--- src/qcl_pkg.sv ---
// Shared types and constants for the quorum consensus position tracker.
// No dependencies; every other file imports this package.
`timescale 1ns / 1ps
`default_nettype none

package qcl_pkg;

    localparam int MAX_NODES = 8;
    localparam int NODE_W    = $clog2(MAX_NODES);
    localparam int CNT_W     = $clog2(MAX_NODES + 1);
    localparam int PAGE_W    = 48;
    localparam int OFF_W     = 15;
    // ordered key: {has_position, page, offset}
    localparam int KEY_W     = 1 + PAGE_W + OFF_W;
    localparam int NCFG_W    = 4;
    localparam logic [NCFG_W-1:0] NODE_COUNT_RST = NCFG_W'(8);

    typedef enum logic [1:0] {
        ACT_REPORT     = 2'd0,
        ACT_CONNECT    = 2'd1,
        ACT_DISCONNECT = 2'd2
    } t_action;

    typedef enum logic [1:0] {
        S_IDLE,
        S_UPDATE,
        S_SEARCH,
        S_EMIT
    } t_state;

    typedef struct packed {
        logic capture;
        logic update;
        logic search;
        logic load_out;
    } t_cmd;

    typedef struct packed {
        logic search_done;
    } t_status;

endpackage

--- src/qcl_ctrl.sv ---
// Controller FSM: sequences capture, state update, rank search and result load.
// Depends on qcl_pkg (t_state, t_cmd, t_status).
`timescale 1ns / 1ps
`default_nettype none

module qcl_ctrl
    import qcl_pkg::*;
(
    input  wire     i_clk,
    input  wire     i_rst_n,
    input  wire     i_in_valid,
    output logic    o_in_ready,
    output logic    o_out_valid,
    input  wire     i_out_ready,
    input  t_status i_status,
    output t_cmd    o_cmd
);

    t_state r_state, n_state;
    logic   r_out_full, n_out_full;
    logic   slot_free;

    assign slot_free = !r_out_full || i_out_ready;

    always_comb begin
        n_state = r_state;
        case (r_state)
            S_IDLE:   if (i_in_valid) n_state = S_UPDATE;
            S_UPDATE: n_state = S_SEARCH;
            S_SEARCH: if (i_status.search_done) n_state = S_EMIT;
            S_EMIT:   if (slot_free) n_state = S_IDLE;
            default:  n_state = S_IDLE;
        endcase
    end

    always_comb begin
        o_cmd      = '0;
        o_in_ready = 1'b0;
        case (r_state)
            S_IDLE: begin
                o_in_ready    = 1'b1;
                o_cmd.capture = i_in_valid;
            end
            S_UPDATE: o_cmd.update = 1'b1;
            S_SEARCH: o_cmd.search = 1'b1;
            S_EMIT:   o_cmd.load_out = slot_free;
            default: ;
        endcase
    end

    always_comb begin
        n_out_full = r_out_full;
        if (o_cmd.load_out) begin
            n_out_full = 1'b1;
        end else if (i_out_ready) begin
            n_out_full = 1'b0;
        end
    end

    always_ff @(posedge i_clk) begin
        if (!i_rst_n) begin
            r_state    <= S_IDLE;
            r_out_full <= 1'b0;
        end else begin
            r_state    <= n_state;
            r_out_full <= n_out_full;
        end
    end

    assign o_out_valid = r_out_full;

`ifndef NO_ASSERTIONS
    a_accept_to_update: assert property (@(posedge i_clk) disable iff (!i_rst_n)
        (i_in_valid && o_in_ready) |=> (r_state == S_UPDATE))
        else $error("accepted transaction did not start an update");

    a_emit_loads: assert property (@(posedge i_clk) disable iff (!i_rst_n)
        (r_state == S_EMIT && slot_free) |=> (r_out_full && r_state == S_IDLE))
        else $error("result not loaded into output register");

    a_no_overwrite: assert property (@(posedge i_clk) disable iff (!i_rst_n)
        o_cmd.load_out |-> (!r_out_full || i_out_ready))
        else $error("output register overwritten before it was taken");
`endif

endmodule

`default_nettype wire

--- config.mk ---
export PLATFORM = sky130hd
export DESIGN_NAME = qcl_ctrl
export DESIGN_NICKNAME = d
export VERILOG_FILES = /design/src/qcl_pkg.sv /design/src/qcl_ctrl.sv
export SDC_FILE = /design/constraint.sdc
export NUM_CORES = 1
export LEC_CHECK = 0
export BUFFER_PORTS_ARGS = -buffer_cell sky130_fd_sc_hd__buf_2
export CAP_MARGIN = 10
export CORE_AREA = 2 2 39 41
export DETAILED_ROUTE_END_ITERATION = 12
export DIE_AREA = 0 0 41 43
export GPL_ROUTABILITY_DRIVEN = 0
export PLACE_DENSITY_LB_ADDON = 0.3
export SLEW_MARGIN = 0
export SYNTH_ARGS = -nofsm -noshare
export SYNTH_HDL_FRONTEND = slang
export SYNTH_SLANG_ARGS = --single-unit
--- constraint.sdc ---
create_clock -name i_clk -period 1.8 [get_ports i_clk]
set_input_delay 0.45 -clock i_clk [delete_from_list [all_inputs] [get_ports i_clk]]
set_output_delay 0.45 -clock i_clk [all_outputs]
set_load 0.02 [all_outputs]
==> out/metrics.csv <==
metric,value,unit
relative slew slack,0.660,
P&R area growth vs syn,41.3,%
crit path launch type,flop,
Max Cap Viol,0,
Critical Path Sink Type,primary output,
die area,1760,µm²
clock latency at the later pin of the worst-skew pair,0.23,ns
Pleak,0.000166,µW
synth top area cells,"dfxtp_1, ha_1, mux2i_1",
Setup Crit Path Kind,reg2out,
Critical Path RT,1.35,ns
crit path DAT,1.20,ns
Critical Path End,o_cmd[3],
worst vdd ir,0.328,mV
DRT Wirelength,381,µm
dpl hpwl,328,µm
Resize count post-CTS,0,
Synth area leader,dfxtp_1,
Final Critical Period,1.65,ns
final setup fails,0,
first-pass GRT wire length,558,µm
DRT iter0 DRCs,2,
CTS sink count,3,
Yosys top cell area share,0.279,
total CTS buffers,3,
Ports,11,
R2R Setup Slk,0.31,ns
DRC viols,0,
"Slew Viols, Final",0,
DIE WIDTH,41,µm
Syn Nets,32,
cts hold-fix bufs,0,
Initial Utilization,0.156,
DR vias/cell,3.65,
IO Port Bufs,10,
worst hold path class,in2reg,
GR Overflow Total,0,
largest net degree at the start of global routing,6,
#FFs+latches synth,3,
Fin. Hold Viols,0,
CP max stage delay,0.37,ns
clock root buffer,clkbuf_4,
critical path depth in cells,4,
slowest CP cell,dfxtp_1,
total core area,1380,µm²
vias in the first global route,162,
RSZ-0062 raised after global routing,false,
Avg Inst Size Synth,9.36,µm²
Longest Clk Path Bufs,2,
Antenna diodes,0,
NumNets Final,46,
final core occ,0.220,
Mapped Cells,23,
via count,190,
Least-Margin Pin Slew,0.511,ns
f_max,607,MHz
# rows,14,
Worst Setup SP,r_state[0]$_SDFFE_PN0P_,
power per cell area,1590,nW/µm²
"Buf+Inv Stages, Crit Path",2,
drt wl/cell,7.33,µm
worst-path cell chain,inv_1 > ha_1 > and2_1 > buf_2,
"Distinct cells, synth",12,
R2R depth,4,
share of cells above drive strength 1,0.417,
total track usage,0.0481,
TritonRoute pass-1 iters,4,
initial antenna violation count,0,
post-synthesis cell area,215,µm²
Worst Skew,0.00226,ns
critical path's top delay family,flip-flops,
antenna-violating nets left,0,
CTS H-tree lvls,1,
Fillers,156,
FF-to-FF End,r_state[0]$_SDFFE_PN0P_,
period utilization,0.916,
CTS tree,yes,
reg-to-reg critical path startpoint,r_state[0]$_SDFFE_PN0P_,
Final TNS setup,0,ns
sequential fraction of the synthesis area,0.279,
clk slew on worst S/H paths,0.04,ns
worst-path fanout max,4,
post-CTS setup buffer count,0,
Die H,43,µm
Yosys Warn Count,0,
outcome,finished clean,
-- worst register-to-register path, delay by kind of cell, from the launching register on --
family          cells  cell delay [ns]
buf+inv             1             0.08
compound gates      1             0.51
mux                 1             0.24
fa+ha+maj           1             0.22
flops               1             0.37
-- stage by stage --
stage          total power [µW]  std cells  setup slack (ns)  hold slack (ns)  area, µm²
2_1_floorplan               314         23             0.337            0.468        215
3_3_place_gp                378         48             0.295            0.502        278
3_5_place_dp                377         48             0.282            0.501        278
4_1_cts                     499         52             0.125            0.483        304
5_1_grt                     544         52            0.0338            0.502        304
6_report                    483         52             0.151            0.494        304
-- area by class of cell --
class / instances / area, µm² / area share
Timing Repair Buffer: 10 / 50.0 / 0.165
Tap cell: 16 / 20.0 / 0.0658
Multi-Input combinational cell: 15 / 133 / 0.436
Clock buffer: 4 / 26.3 / 0.0864
Sequential cell: 3 / 60.1 / 0.198
Inverter: 4 / 15.0 / 0.0494
-- routing by layer --
metal	up-vias	GRT usage	routed length, µm
met1	75	0.0479	167
met4	0	0	0
met3	0	0.0471	66
li1	101	-	-
met5	-	0	0
met2	14	0.0750	147
-- Yosys cell counts (all sizes together) --
library cell / instances
and2: 1
nor2b: 1
dfxtp: 3
mux2i: 2
nand2: 3
ha: 4
o21a: 1
and2b: 1
a222oi: 1
buf: 1
inv: 4
o21ai: 1
-- how the worst min path moves through the flow --
stage	startpoint	to	cells after the start
after floorplan	r_state[1]$_SDFFE_PN0P_	r_state[1]$_SDFFE_PN0P_	2
after global placement	r_state[1]$_SDFFE_PN0P_	r_state[1]$_SDFFE_PN0P_	2
after detailed placement	r_state[1]$_SDFFE_PN0P_	r_state[1]$_SDFFE_PN0P_	2
after CTS	i_rst_n	o_out_valid$_SDFFE_PN0P_	2
after global routing	i_rst_n	o_out_valid$_SDFFE_PN0P_	2
final	i_rst_n	o_out_valid$_SDFFE_PN0P_	2
-- sequential cells by signal, summed over array words and instances (netlist names) --
register / flops
r_state: 2
o_out_valid: 1
-- layout by cell type, fill, tap and decap left out --
cell type	netlist	final
a222oi_1	1	1
and2_1	1	1
and2b_2	1	1
buf_2	0	10
clkbuf_1	0	1
clkbuf_4	0	3
dfxtp_1	3	3
ha_1	4	4
inv_1	4	4
mux2i_1	2	2
nand2_1	3	3
nor2b_4	1	1
o21a_1	1	1
o21ai_0	1	1
-- power by group --
group | switching [µW] | total (µW) | internal, µW
clock | 30.8 | 114 | 82.8
sequential | 22.9 | 114 | 91.3
combinational | 152 | 255 | 104
-- kinds of logic after synthesis --
group | share of synthesized area
AOI/OAI and AO/OA | 0.105
and+or+nand+nor | 0.186
muxes | 0.0930
buffers and inverters | 0.105
DFF | 0.279
adders and majority gates | 0.233
Power figures use the tool's default switching activity.
